**src/sv/cpt_pkg.sv**
```systemverilog
`default_nettype none
// ----------------------------------------------------------------------------
// Colour pick table package
// Shared constants, codes and types for the colour pick table core and cells.
// ----------------------------------------------------------------------------
package cpt_pkg;

	localparam int TABLE_DEPTH_DEF = 256;
	localparam int ID_WIDTH_DEF    = 16;

	localparam int OPCODE_W = 3;
	localparam int COLOR_W  = 24;
	localparam int FORMAT_W = 8;
	localparam int GROUP_W  = 16;
	localparam int STATUS_W = 2;
	localparam int INDEX_W  = 8;
	localparam int OBJECT_W = 16;

	localparam logic [OPCODE_W-1:0] OP_PUSH   = 3'd0;
	localparam logic [OPCODE_W-1:0] OP_SETGRP = 3'd1;
	localparam logic [OPCODE_W-1:0] OP_CLOSE  = 3'd2;
	localparam logic [OPCODE_W-1:0] OP_LOOKUP = 3'd3;
	localparam logic [OPCODE_W-1:0] OP_CLEAR  = 3'd4;

	localparam logic [FORMAT_W-1:0] ACCEPTED_FORMAT = 8'd3;

	localparam logic [STATUS_W-1:0] ST_OK       = 2'd0;
	localparam logic [STATUS_W-1:0] ST_FULL     = 2'd1;
	localparam logic [STATUS_W-1:0] ST_NOTFOUND = 2'd2;
	localparam logic [STATUS_W-1:0] ST_BADFMT   = 2'd3;

	typedef enum logic {
		FSM_IDLE,
		FSM_SCAN
	} fsm_state_t;

	// Write controls broadcast to every cell of the row.
	typedef struct packed {
		logic push;
		logic close;
		logic clear;
	} cpt_ctl_t;

endpackage
`default_nettype wire

```
**src/sv/cpt_cell.sv**
```systemverilog
`default_nettype none
// ----------------------------------------------------------------------------
// Colour pick table cell
// Holds one table entry and forwards the lookup match word to its neighbour.
// ----------------------------------------------------------------------------
module cpt_cell #(
	parameter int INDEX = 0,
	parameter int IDX_W = 8,
	parameter int CNT_W = 9,
	parameter int ID_W  = 16
) (
	input  wire logic                     clk,
	input  wire logic                     arst_n,
	input  wire cpt_pkg::cpt_ctl_t        ctl,
	input  wire logic [CNT_W-1:0]         count,
	input  wire logic [cpt_pkg::COLOR_W-1:0] wr_color,
	input  wire logic [ID_W-1:0]          open_id,
	input  wire logic [cpt_pkg::COLOR_W-1:0] key,
	input  wire logic                     hit_in,
	input  wire logic [IDX_W-1:0]         idx_in,
	input  wire logic                     grp_in,
	input  wire logic [ID_W-1:0]          oid_in,
	output logic                          hit_out,
	output logic [IDX_W-1:0]              idx_out,
	output logic                          grp_out,
	output logic [ID_W-1:0]               oid_out
);
	import cpt_pkg::*;

	logic [COLOR_W-1:0] color_q;
	logic [ID_W-1:0]    group_q;
	logic               pending_q;
	logic               grouped_q;
	logic               push_here;
	logic               match;

	assign push_here = ctl.push && (count == CNT_W'(INDEX));
	assign match     = (pending_q || grouped_q) && (color_q == key);

	always_ff @(posedge clk or negedge arst_n) begin
		if (!arst_n) begin
			pending_q <= 1'b0;
			grouped_q <= 1'b0;
		end else if (ctl.clear) begin
			pending_q <= 1'b0;
			grouped_q <= 1'b0;
		end else if (push_here) begin
			pending_q <= 1'b1;
			grouped_q <= 1'b0;
		end else if (ctl.close && pending_q) begin
			pending_q <= 1'b0;
			grouped_q <= 1'b1;
		end
	end

	always_ff @(posedge clk) begin
		if (push_here) begin
			color_q <= wr_color;
		end
		if (ctl.close && pending_q) begin
			group_q <= open_id;
		end
	end

	// A hit from an earlier cell has priority, so the lowest index wins.
	always_ff @(posedge clk or negedge arst_n) begin
		if (!arst_n) begin
			hit_out <= 1'b0;
		end else begin
			hit_out <= hit_in || match;
		end
	end

	always_ff @(posedge clk) begin
		if (hit_in) begin
			idx_out <= idx_in;
			grp_out <= grp_in;
			oid_out <= oid_in;
		end else begin
			idx_out <= IDX_W'(INDEX);
			grp_out <= grouped_q;
			oid_out <= grouped_q ? group_q : '0;
		end
	end

endmodule
`default_nettype wire

```
**config.mk**
```make
export PLATFORM = sky130hd
export DESIGN_NAME = cpt_cell
export DESIGN_NICKNAME = d
export VERILOG_FILES = /design/src/sv/cpt_pkg.sv /design/src/sv/cpt_cell.sv
export SDC_FILE = /design/constraint.sdc
export NUM_CORES = 1
export LEC_CHECK = 0
export BUFFER_PORTS_ARGS = -buffer_cell sky130_fd_sc_hd__buf_2
export CORE_MARGIN = 1.5
export CORE_UTILIZATION = 43
export CTS_CLUSTER_DIAMETER = 150
export CTS_CLUSTER_SIZE = 10
export DETAILED_ROUTE_END_ITERATION = 8
export PLACE_DENSITY = 0.78
export SYNTH_ARGS = -nofsm -noshare
export SYNTH_HDL_FRONTEND = slang
export SYNTH_SLANG_ARGS = --single-unit
```
**constraint.sdc**
```tcl
create_clock -name clk -period 1.75 [get_ports clk]
set_clock_uncertainty 0.15 [all_clocks]
set_input_delay 0.4375 -clock clk [delete_from_list [all_inputs] [get_ports clk]]
set_output_delay 0.4375 -clock clk [all_outputs]
set_load 0.05 [all_outputs]
```
# Word level (Yosys, flattened, before mapping)

Cells that the tools add are included.

Eq/ne operators: 1
Mux-type cells: 9
Reduce and logical (&&, ||, !) cells: 7

Operator list:

| cell                 | number |
|---|---|
| two-way mux 16 bit   | 2 |
| equality test 24 bit | 1 |
| logical NOT 9 bit    | 1 |
| two-way mux 1 bit    | 7 |
| logical AND 1 bit    | 3 |
| nonzero test 3 bit   | 1 |
| logical OR 1 bit     | 2 |

Bits in registers: 68
Input bits: 104
Output and inout bits: 26
Word-level logic and storage cells: 25

# Longest topological paths before layout

Gate-level depths: netlist of the first run.

Depth after elaboration: 4
Mapped depth: 5
Gate-level depth less buffers: 4

# Worst setup path after synthesis of the first run

No wires, ideal clock.

Path type: in2reg
Start: in count[1]
End: reg color_q[0] (enable)
Setup time: 0.385 ns
Arrival time: 1.436 ns
Data required time: 1.215 ns
Setup slack: -0.221 ns
Stages on the path: 2
Path buffers: 0
Path through: nor4_1 > and4b_1

Longest elaborated chain between the ends: 2

RTL lines:

| item                   | RTL line       | text |
|---|---|---|
| start: declaration     | cpt_cell.sv:15 | `input wire logic [CNT_W-1:0] count,` |
| logical NOT 9 bit      | cpt_cell.sv:37 | `assign push_here = ctl.push && (count == CNT_W'(INDEX));` |
| logical AND 1 bit      | cpt_cell.sv:37 |  |
| via push_here          | cpt_cell.sv:34 | `logic push_here;` |
| end signal: assignment | cpt_cell.sv:58 | `color_q <= wr_color;` |
| end: declaration       | cpt_cell.sv:30 | `logic [COLOR_W-1:0] color_q;` |

The timed path passes the listed nets, and every way through them passes these cells.
A chain may end at the register's enable or synchronous reset.

# Worst setup path in the final report of the first run

Start: reg oid_out[9]
End: out oid_out[9]

RTL lines:

| item                     | RTL line       | text |
|---|---|---|
| start: declaration       | cpt_cell.sv:26 | `output logic [ID_W-1:0] oid_out` |
| start signal: assignment | cpt_cell.sv:78 | `oid_out <= oid_in;` |
| start signal: assignment | cpt_cell.sv:82 | `oid_out <= grouped_q ? group_q : '0;` |

No word-level cell between the ends.

==> results of run 1 <==
==> cells by family after synthesis <==
| group | Yosys count |
|---|---|
| buffers and inverters | 6 |
| AOI/OAI and AO/OA | 20 |
| and+or+nand+nor | 25 |
| DFF | 68 |
| xor gates and xnor gates | 24 |
==> cell usage in the layout, fill, tap and decap left out, drive strengths merged, types with 2 or more instances in the layout <==
cell type / Yosys / layout
xnor2: 13 / 13
dfxtp: 25 / 25
nor3: 2 / 2
edfxtp: 40 / 40
xor2: 11 / 11
a22o: 15 / 15
clkinv: 0 / 4
nand2: 2 / 2
nand4: 3 / 3
nor4: 5 / 5
buf: 2 / 134
and2: 9 / 9
o21ai: 2 / 2
nor2: 2 / 2
dfrtp: 3 / 3
clkbuf: 3 / 11
==> worst min-delay path by stage <==
stage           startpoint           to  slack, ps
3_5_place_dp        arst_n    pending_q         90
5_1_grt        open_id[11]  group_q[11]        120
2_1_floorplan       arst_n    grouped_q         -8
6_report       open_id[14]  group_q[14]        140
4_1_cts        open_id[14]  group_q[14]        120
3_3_place_gp        arst_n    pending_q         90
==> state kept, by name (all words and copies together) (netlist names) <==
signal     flops
grouped_q      1
idx_out        8
oid_out       16
pending_q      1
group_q       16
grp_out        1
hit_out        1
color_q       24
==> what timing repair did <==
item | 4_1_cts | 5_1_grt
buffers inserted | 0 | 0
resized for setup | 0 | 0
endpoints found under the hold margin | 3 | 0
hold buffers | 1 | 0
==> where the power goes <==
| group | internal [uW] | total [uW] | switching [uW] |
|---|---|---|---|
| registers | 1720 | 1730 | 6.83 |
| logic | 144 | 332 | 189 |
| clock network | 691 | 1230 | 537 |
| total | 2560 | 3290 | 732 |
==> area by class of cell <==
| class | count | area, sq um | area share (%) |
|---|---|---|---|
| inverter | 1 | 3.754 | 0.1141 |
| clock buffer | 11 | 141.4 | 4.297 |
| clock inverter | 5 | 52.55 | 1.597 |
| timing repair buffer | 135 | 705.7 | 21.44 |
| multi-input combinational | 69 | 523.0 | 15.89 |
| tap | 70 | 87.58 | 2.662 |
| sequential | 68 | 1777 | 53.99 |
==> metrics by stage <==
stage | setup slack, ps | instance area, sq um | total power [uW]
after floorplan | 19.65 | 2335 | 1939
after global placement | 58.62 | 3087 | 2093
after detailed placement | 25.49 | 3087 | 2099
after CTS | 241.8 | 3291 | 3321
after global routing | 219.7 | 3291 | 3412
final | 263.7 | 3291 | 3290
==> routing by layer <==
layer / vias to the layer above / wire length [um]
met2: 63 / 2728
met4: 0 / 129
met1: 747 / 1699
li1: 809 / -
met3: 15 / 271
met5: - / 0
==> flow_summary_export.csv, run 1 <==
group,metric,value,unit
floorplan,die_h,76.67,um
timing,tightest_slew,308.5,ps
setup_path,critPathTopFamily,"flip-flops",
timing,rsz0062_at_grt,"false",
setup_path,critPathKind,"register to output pin",
setup_path,critPathMaxStageDelay,310,ps
grt,grt_pass1_wl,7576,um
timing,hold_violations,0,
yosys,synth_top_family_by_area,"XOR/XNOR gates",
grt,grt_overflow,0,
yosys,yosysMostFrequentCell,"edfxtp_1",
routing,drt_iter0_markers,66,
final_layout,diodes,0,
setup_path,critPathSlowestCell,"dfxtp_1",
yosys,yosys-top-cells-area,"edfxtp_1 (51%), dfxtp_1 (21%), a22o_1 (5.6%)",
cts,clk_path_buf_depth,2,
cts,cts-htree-levels,3,
cts,clkLatencyLatePin,320,ps
cts,cts_buffers,9,
final_layout,n_fill_cell,412,
yosys,synth_mux_area_share,0,%
grt,grtUsageMet1,15.68,%
cts,cts_tree,"built",
setup_path,arrival,900,ps
yosys,synth_xor_area_share,9.008,%
run_status,status,"finished, final reports clean",
routing,drc_errors,0,
grt,use_met3,4.405,%
floorplan,core_area,5172,sq um
hold_path,hold_depth,1,
setup_path,startpoint,"oid_out[9]",
routing,viasPerCell,4.552,
routing,firstDrtPassIters,3,
cts,clockRootBuffer,"clkbuf_8",
setup_path,critPathMaxFanout,1,
setup_path,crit_cells,1,
setup_path,cp_cell_sequence,"buf_2",
hold_path,hold_class,"primary input to register",
timing,finalSetupTns,0,ps
yosys,synth-simple-area-share,6.327,%
yosys,synth-seq-cells,68,
power,power_leakage,0.001459,uW
setup_path,crit_path_start_kind,"register",
timing,relSlewSlack,79.24,%
timing,fmax,672.8,MHz
routing,vias,1634,
final_layout,utilization,63.62,%
setup_path,cp_num_buf_inv,1,
floorplan,row_count,26,
yosys,synth_edf_count,40,
routing,post_drt_wl_per_cell,13.45,um
timing,holdWs,135.1,ps
yosys,synthAdderAreaFrac,0,%
setup_path,r2r_setup_slack,310,ps
place,place_inst,342,
yosys,synth-compound-area-share,7.024,%
yosys,synth_ff_type,"edfxtp_1",
grt,gr-usage-met2,32.48,%
place,io_buffer_count,129,
yosys,synth_top_area_share,51.47,%
flow_run,maxCapViolations,0,
timing,finalSetupViolCount,0,
yosys,avgSynthCellArea,16.32,sq um
yosys,synthCells,143,
timing,slew_viol_final,0,
floorplan,ios,130,
final_layout,fin_nets,388,
yosys,synthTopCellsByCount,"edfxtp_1 (40), dfxtp_1 (25), a22o_1 (15)",
setup_path,crit_end,"oid_out[9]",
final_layout,syn_to_final_growth,41.02,%
setup_path,critPathCaptureType,"output pin",
grt,antenna_found_initial,0,
yosys,synth.largest_area_cell,"edfxtp_1",
place,gp_congestion,0.7082,
final_layout,instances_no_fill,359,
setup_path,cp.required,1160,ps
grt,grt_start_max_net_pins,27,
cts,clk_pin_slew,80,ps
timing,min_period,1486,ps
setup_path,reg2reg_from,"color_q[20]",
cts,cts_num_sinks,68,
power,power_density,999.8,nW/um^2
grt,grt_pass1_vias,1730,
yosys,yosysWarnings,0,
yosys,synth.yosys.seq_area_share,76.14,%
grt,grt_usage,16.92,%
yosys,synth.cell_area,2333,sq um
power,irDropWorstVdd,510.2,uV
floorplan,die_w,76.67,um
routing,final_antenna_net_count,0,
final_layout,drive_gt1_share,51.56,%
yosys,syn_nets,247,
yosys,ys_types,23,
floorplan,dieArea,5878,sq um
timing,finalCritPeriodShare,84.93,%
yosys,async_flop_share,4.412,%
routing,drt-total-wl,4828,um
grt,busiest_layer,"met2",
setup_path,r2r-end,"hit_out",
setup_path,rr_worst_depth,4,
floorplan,start_util,45.11,%
Note: power is estimated with default switching activity, not from simulation.
==> run 2, diff against run 1 <==
ABC_AREA = 1   (was not set)
CORE_UTILIZATION = 45   (was 43)
PLACE_DENSITY = 0.79   (was 0.78)
clock period = 1.5 ns   (was 1.75 ns; I/O delays follow)
==> flow_summary_export.csv, run 2 <==
group,metric,value,unit
cts,postCtsSetupBuffers,0,
place,placed_area,3386,sq um
final_layout,layout_common_cells,"buf_2 (129), nand2_1 (83), inv_1 (41)",
run_status,status,"finished, final reports clean",
floorplan,start_util,46.86,%
cts,cts_tree,"built",
yosys,synth.largest_area_cell,"edfxtp_1",
cts,cts_num_sinks,68,
place,gp_congestion,0.7812,
yosys,async_flop_share,4.412,%
routing,viasPerCell,4.419,
power,power_density,1127,nW/um^2
setup_path,cp.required,970,ps
setup_path,critPathMaxStageDelay,330,ps
final_layout,fin_area,3618,sq um
final_layout,layout_commonest_cell,"buf_2",
power,irDropWorstVdd,839.2,uV
cts,clockRootBuffer,"clkbuf_8",
floorplan,core_area,5540,sq um
timing,finalSetupViolCount,0,
final_layout,diodes,0,
grt,grt_start_max_net_pins,27,
grt,grt_pass1_vias,2140,
cts,clk_path_buf_depth,2,
yosys,synth-seq-cells,68,
yosys,synth_edf_count,40,
final_layout,n_fill_cell,459,
setup_path,critPathKind,"register to output pin",
grt,grt_pass1_wl,9177,um
timing,min_period,1444,ps
routing,vias,2108,
setup_path,cp_cell_sequence,"buf_2",
final_layout,largest_reg_flops,24,
place,io_buffer_count,129,
cts,clk_pin_slew,80,ps
setup_path,critPathTopFamily,"flip-flops",
routing,post_drt_wl_per_cell,11.43,um
grt,grt_overflow,0,
routing,drc_errors,0,
final_layout,drive_gt1_share,39.01,%
final_layout,fin_nets,504,
setup_path,crit_path_start_kind,"register",
yosys,ys_types,20,
floorplan,ios,130,
floorplan,dieArea,6234,sq um
routing,firstDrtPassIters,4,
yosys,synthCells,261,
yosys,synth_top_area_share,46.27,%
yosys,synth_ff_type,"edfxtp_1",
cts,cts_buffers,9,
routing,drt-total-wl,5451,um
cts,cts-htree-levels,3,
hold_path,hold_class,"primary input to register",
yosys,synth.cell_area,2596,sq um
floorplan,die_h,78.96,um
timing,slew_viol_final,0,
yosys,synthTopCellsByCount,"nand2_1 (83), inv_1 (41), edfxtp_1 (40)",
routing,final_antenna_net_count,0,
timing,relSlewSlack,79.67,%
setup_path,critPathMaxFanout,1,
setup_path,arrival,920,ps
yosys,yosysWarnings,0,
place,dp_hpwl,4099,um
final_layout,top_regs,"color_q (24), group_q (16), oid_out (16)",
yosys,synth.yosys.seq_area_share,68.43,%
setup_path,critPathCaptureType,"output pin",
final_layout,syn_to_final_growth,39.37,%
timing,tightest_slew,304.6,ps
setup_path,critPathSlowestCell,"dfxtp_1",
yosys,avgSynthCellArea,9.947,sq um
timing,finalCritPeriodShare,96.24,%
cts,cts.repair.resized,0,
timing,hold_violations,0,
grt,antenna_found_initial,0,
floorplan,die_w,78.96,um
final_layout,largest-register,"color_q",
setup_path,cp_num_buf_inv,1,
timing,fmax,692.7,MHz
yosys,yosys-top-cells-area,"edfxtp_1 (46%), dfxtp_1 (19%), nand2_1 (12%)",
flow_run,maxCapViolations,0,
floorplan,row_count,27,
power,power_leakage,0.001864,uW
yosys,syn_nets,365,
final_layout,utilization,65.31,%
yosys,yosysMostFrequentCell,"nand2_1",
cts,clkLatencyLatePin,330,ps
timing,rsz0062_at_grt,"false",
grt,grt_usage,19.55,%
routing,drt_iter0_markers,68,
run 2: cell types whose count changed in the layout (fill, tap and decap cells not counted), sizes merged, moves of 2 or more:
cell,previous run,this run
a22o,15,0
and2,9,0
clkbuf,11,9
clkinv,4,2
inv,1,44
nand2,2,83
nand3,0,23
nand4,3,0
nor2,2,24
nor4,5,0
o21ai,2,5
xnor2,13,5
xor2,11,1
run 2: final timing paths:
kind,from,end,slack [ps],cells after the start
max,oid_out[0],oid_out[0],60,1
min,open_id[11],group_q[11],60,1
max reg2reg,color_q[3],hit_out,230,7
min reg2reg,group_q[12],oid_out[12],320,2
max in group asynchronous,arst_n,grouped_q,870,2
min in group asynchronous,arst_n,hit_out,220,2
run 2: repair_timing:
action                                  CTS  global route
hold buffers                              1             0
hold endpoints to repair                  3             0
endpoints found under the setup margin    0             0
run 2: power by group:
part           leakage, uW  internal (uW)  total, uW  switching, uW
clock             0.000110            947       1640            697
combinational      0.00115            160        417            257
sequential        0.000607           2010       2020           8.57
run 2: area by class of cell:
type | instances | area, sq um | share of cell area [%]
tap | 72 | 90.09 | 2.490
sequential | 68 | 1777 | 49.10
clock inverter | 7 | 98.84 | 2.732
multi-input combinational | 145 | 660.6 | 18.26
inverter | 42 | 157.7 | 4.357
timing repair buffer | 134 | 710.7 | 19.64
clock buffer | 9 | 123.9 | 3.423
run 2: cell families (layout without fill, tap and decap cells):
family	after synthesis	after routing	share of synthesized area, %
compound gates	7	7	1.494
buf+inv	48	192	7.566
flops	68	68	68.43
simple gates	132	132	20.48
xor+xnor	6	6	2.024
run 2: routing by layer:
metal	share of wire (%)	routed length, um	GRT usage [%]	vias up
met3	4.6	252	2.874	19
li1	-	-	-	1095
met5	0	0	0	-
met1	39	2113	20.98	923
met4	3.7	201	12.28	0
met2	53	2884	35.86	71
run 2: through the flow:
step                      TNS [ps]  setup slack, ps  hold slack [ps]  power (uW)  std cells
after global placement           0            47.37            23.40        2468        460
after floorplan             -446.9           -18.62           -70.59        2283        261
after detailed placement         0            12.95            26.69        2477        460
after global routing             0            10.72            44.69        4256        477
after CTS                        0            40.65            46.05        4131        477
final                            0            56.43            63.61        4080        477
==> run 3, diff against run 2 <==
RECOVER_POWER = 50   (was not set)
==> flow_summary_export.csv, run 3 (synthesis results as in run 2) <==
group,metric,value,unit
setup_path,reg2reg_from,"color_q[3]",
grt,grtUsageMet1,20.98,%
grt,grt_overflow,0,
cts,cts_tree,"built",
place,placed_area,3386,sq um
hold_path,hold_class,"primary input to register",
setup_path,critPathTopFamily,"flip-flops",
grt,antenna_found_initial,0,
routing,vias,2108,
setup_path,startpoint,"oid_out[0]",
cts,postCtsSetupBuffers,0,
setup_path,cp_num_buf_inv,1,
final_layout,fin_nets,504,
power,pwr-share-clk,40.3,%
cts,hold_buffers,1,
place,place_worst_setup_slack,12.95,ps
setup_path,critPathKind,"register to output pin",
routing,final_antenna_net_count,0,
timing,rsz0062_at_grt,"false",
floorplan,row_count,27,
cts,cts-htree-levels,3,
timing,relSlewSlack,57.36,%
final_layout,largest-register,"color_q",
floorplan,die_h,78.96,um
place,dp_hpwl,4099,um
flow_run,maxCapViolations,0,
setup_path,critPathMaxStageDelay,330,ps
floorplan,dieArea,6234,sq um
grt,grt_start_max_net_pins,27,
grt,grt_pass1_vias,2140,
timing,layout_setup_ws,56.43,ps
timing,finalSetupViolCount,0,
timing,hold_violations,0,
hold_path,worstHoldStart,"open_id[11]",
run_status,status,"finished, final reports clean",
power,power_density,1128,nW/um^2
final_layout,fin_area,3616,sq um
final_layout,drive_gt1_share,38.52,%
setup_path,critPathCaptureType,"output pin",
routing,firstDrtPassIters,4,
floorplan,ios,130,
setup_path,arrival,920,ps
routing,drc_errors,0,
timing,slew_viol_final,0,
power,switching_share,23.61,%
timing,min_period,1444,ps
setup_path,critPathSlowestCell,"dfxtp_1",
final_layout,n_fill_cell,460,
final_layout,syn_to_final_growth,39.28,%
place,io_buffer_count,129,
timing,tightest_slew,639.7,ps
grt,grt_pass1_wl,9177,um
cts,cts.repair.resized,0,
final_layout,instances_no_fill,477,
routing,post_drt_wl_per_cell,11.43,um
power,power.internal,3116,uW
setup_path,crit_path_start_kind,"register",
routing,drt-total-wl,5452,um
setup_path,cp.required,970,ps
cts,cts_buffers,9,
power,p_seq_share,49.5,%
final_layout,layout_common_cells,"buf_2 (127), nand2_1 (83), inv_1 (41)",
final_layout,largest_reg_flops,24,
floorplan,core_area,5540,sq um
routing,viasPerCell,4.419,
final_layout,diodes,0,
power,power_leakage,0.001858,uW
final_layout,layout_commonest_cell,"buf_2",
power,irDropWorstVdd,839.2,uV
power,p_comb_share,10.2,%
timing,fmax,692.7,MHz
grt,gr-usage-met2,35.86,%
cts,cts_num_sinks,68,
cts,clockRootBuffer,"clkbuf_8",
power,p_sw,963.1,uW
cts,clk_pin_slew,80,ps
place,gp_congestion,0.7812,
power,finalPower,4079,uW
cts,clk_path_buf_depth,2,
place,place_inst,460,
grt,grt_usage,19.55,%
timing,finalCritPeriodShare,96.24,%
setup_path,cp_cell_sequence,"buf_2",
final_layout,top_regs,"color_q (24), group_q (16), oid_out (16)",
setup_path,critPathMaxFanout,1,
cts,clkLatencyLatePin,330,ps
floorplan,die_w,78.96,um
floorplan,start_util,46.86,%
routing,drt_iter0_markers,68,
grt,busiest_layer,"met2",
grt,use_met3,2.874,%
-- run 3: worst paths after layout --
check	to	cells after the start	slack, ps
max	oid_out[0]	1	60
min	group_q[11]	1	60
max reg2reg	hit_out	7	220
min reg2reg	oid_out[12]	2	320
max in group asynchronous	grouped_q	2	810
min in group asynchronous	hit_out	2	230
-- run 3: per-layer routing --
metal,part of all wire [%],routed length (um)
met1,39,2113
met2,53,2885
met3,4.6,252
met4,3.7,201
met5,0,0
-- run 3: per-stage QoR --
step                      setup TNS, ps  hold slack [ps]  util [%]
after global routing                  0            44.69     65.27
final                                 0            63.61     65.27
after detailed placement              0            26.69     61.11
after CTS                             0            46.05     65.31
after floorplan                  -446.9           -70.59         -
after global placement                0            23.40     61.11
-- run 3: power groups by stage --
stage	combinational [uW]	clock (uW)	sequential, uW
3_3_place_gp	408	0	2060
6_report	416	1640	2020
2_1_floorplan	89.0	0	2190
5_1_grt	457	1780	2020
4_1_cts	420	1690	2020
3_5_place_dp	417	0	2060
-- run 3: final cells by class --
| type | instances | area (sq um) | share of cell area, % |
|---|---|---|---|
| timing repair buffer | 134 | 708.2 | 19.58 |
| clock inverter | 7 | 98.84 | 2.734 |
| sequential | 68 | 1777 | 49.13 |
| clock buffer | 9 | 123.9 | 3.426 |
| multi-input combinational | 145 | 660.6 | 18.27 |
| tap | 72 | 90.09 | 2.491 |
| inverter | 42 | 157.7 | 4.360 |
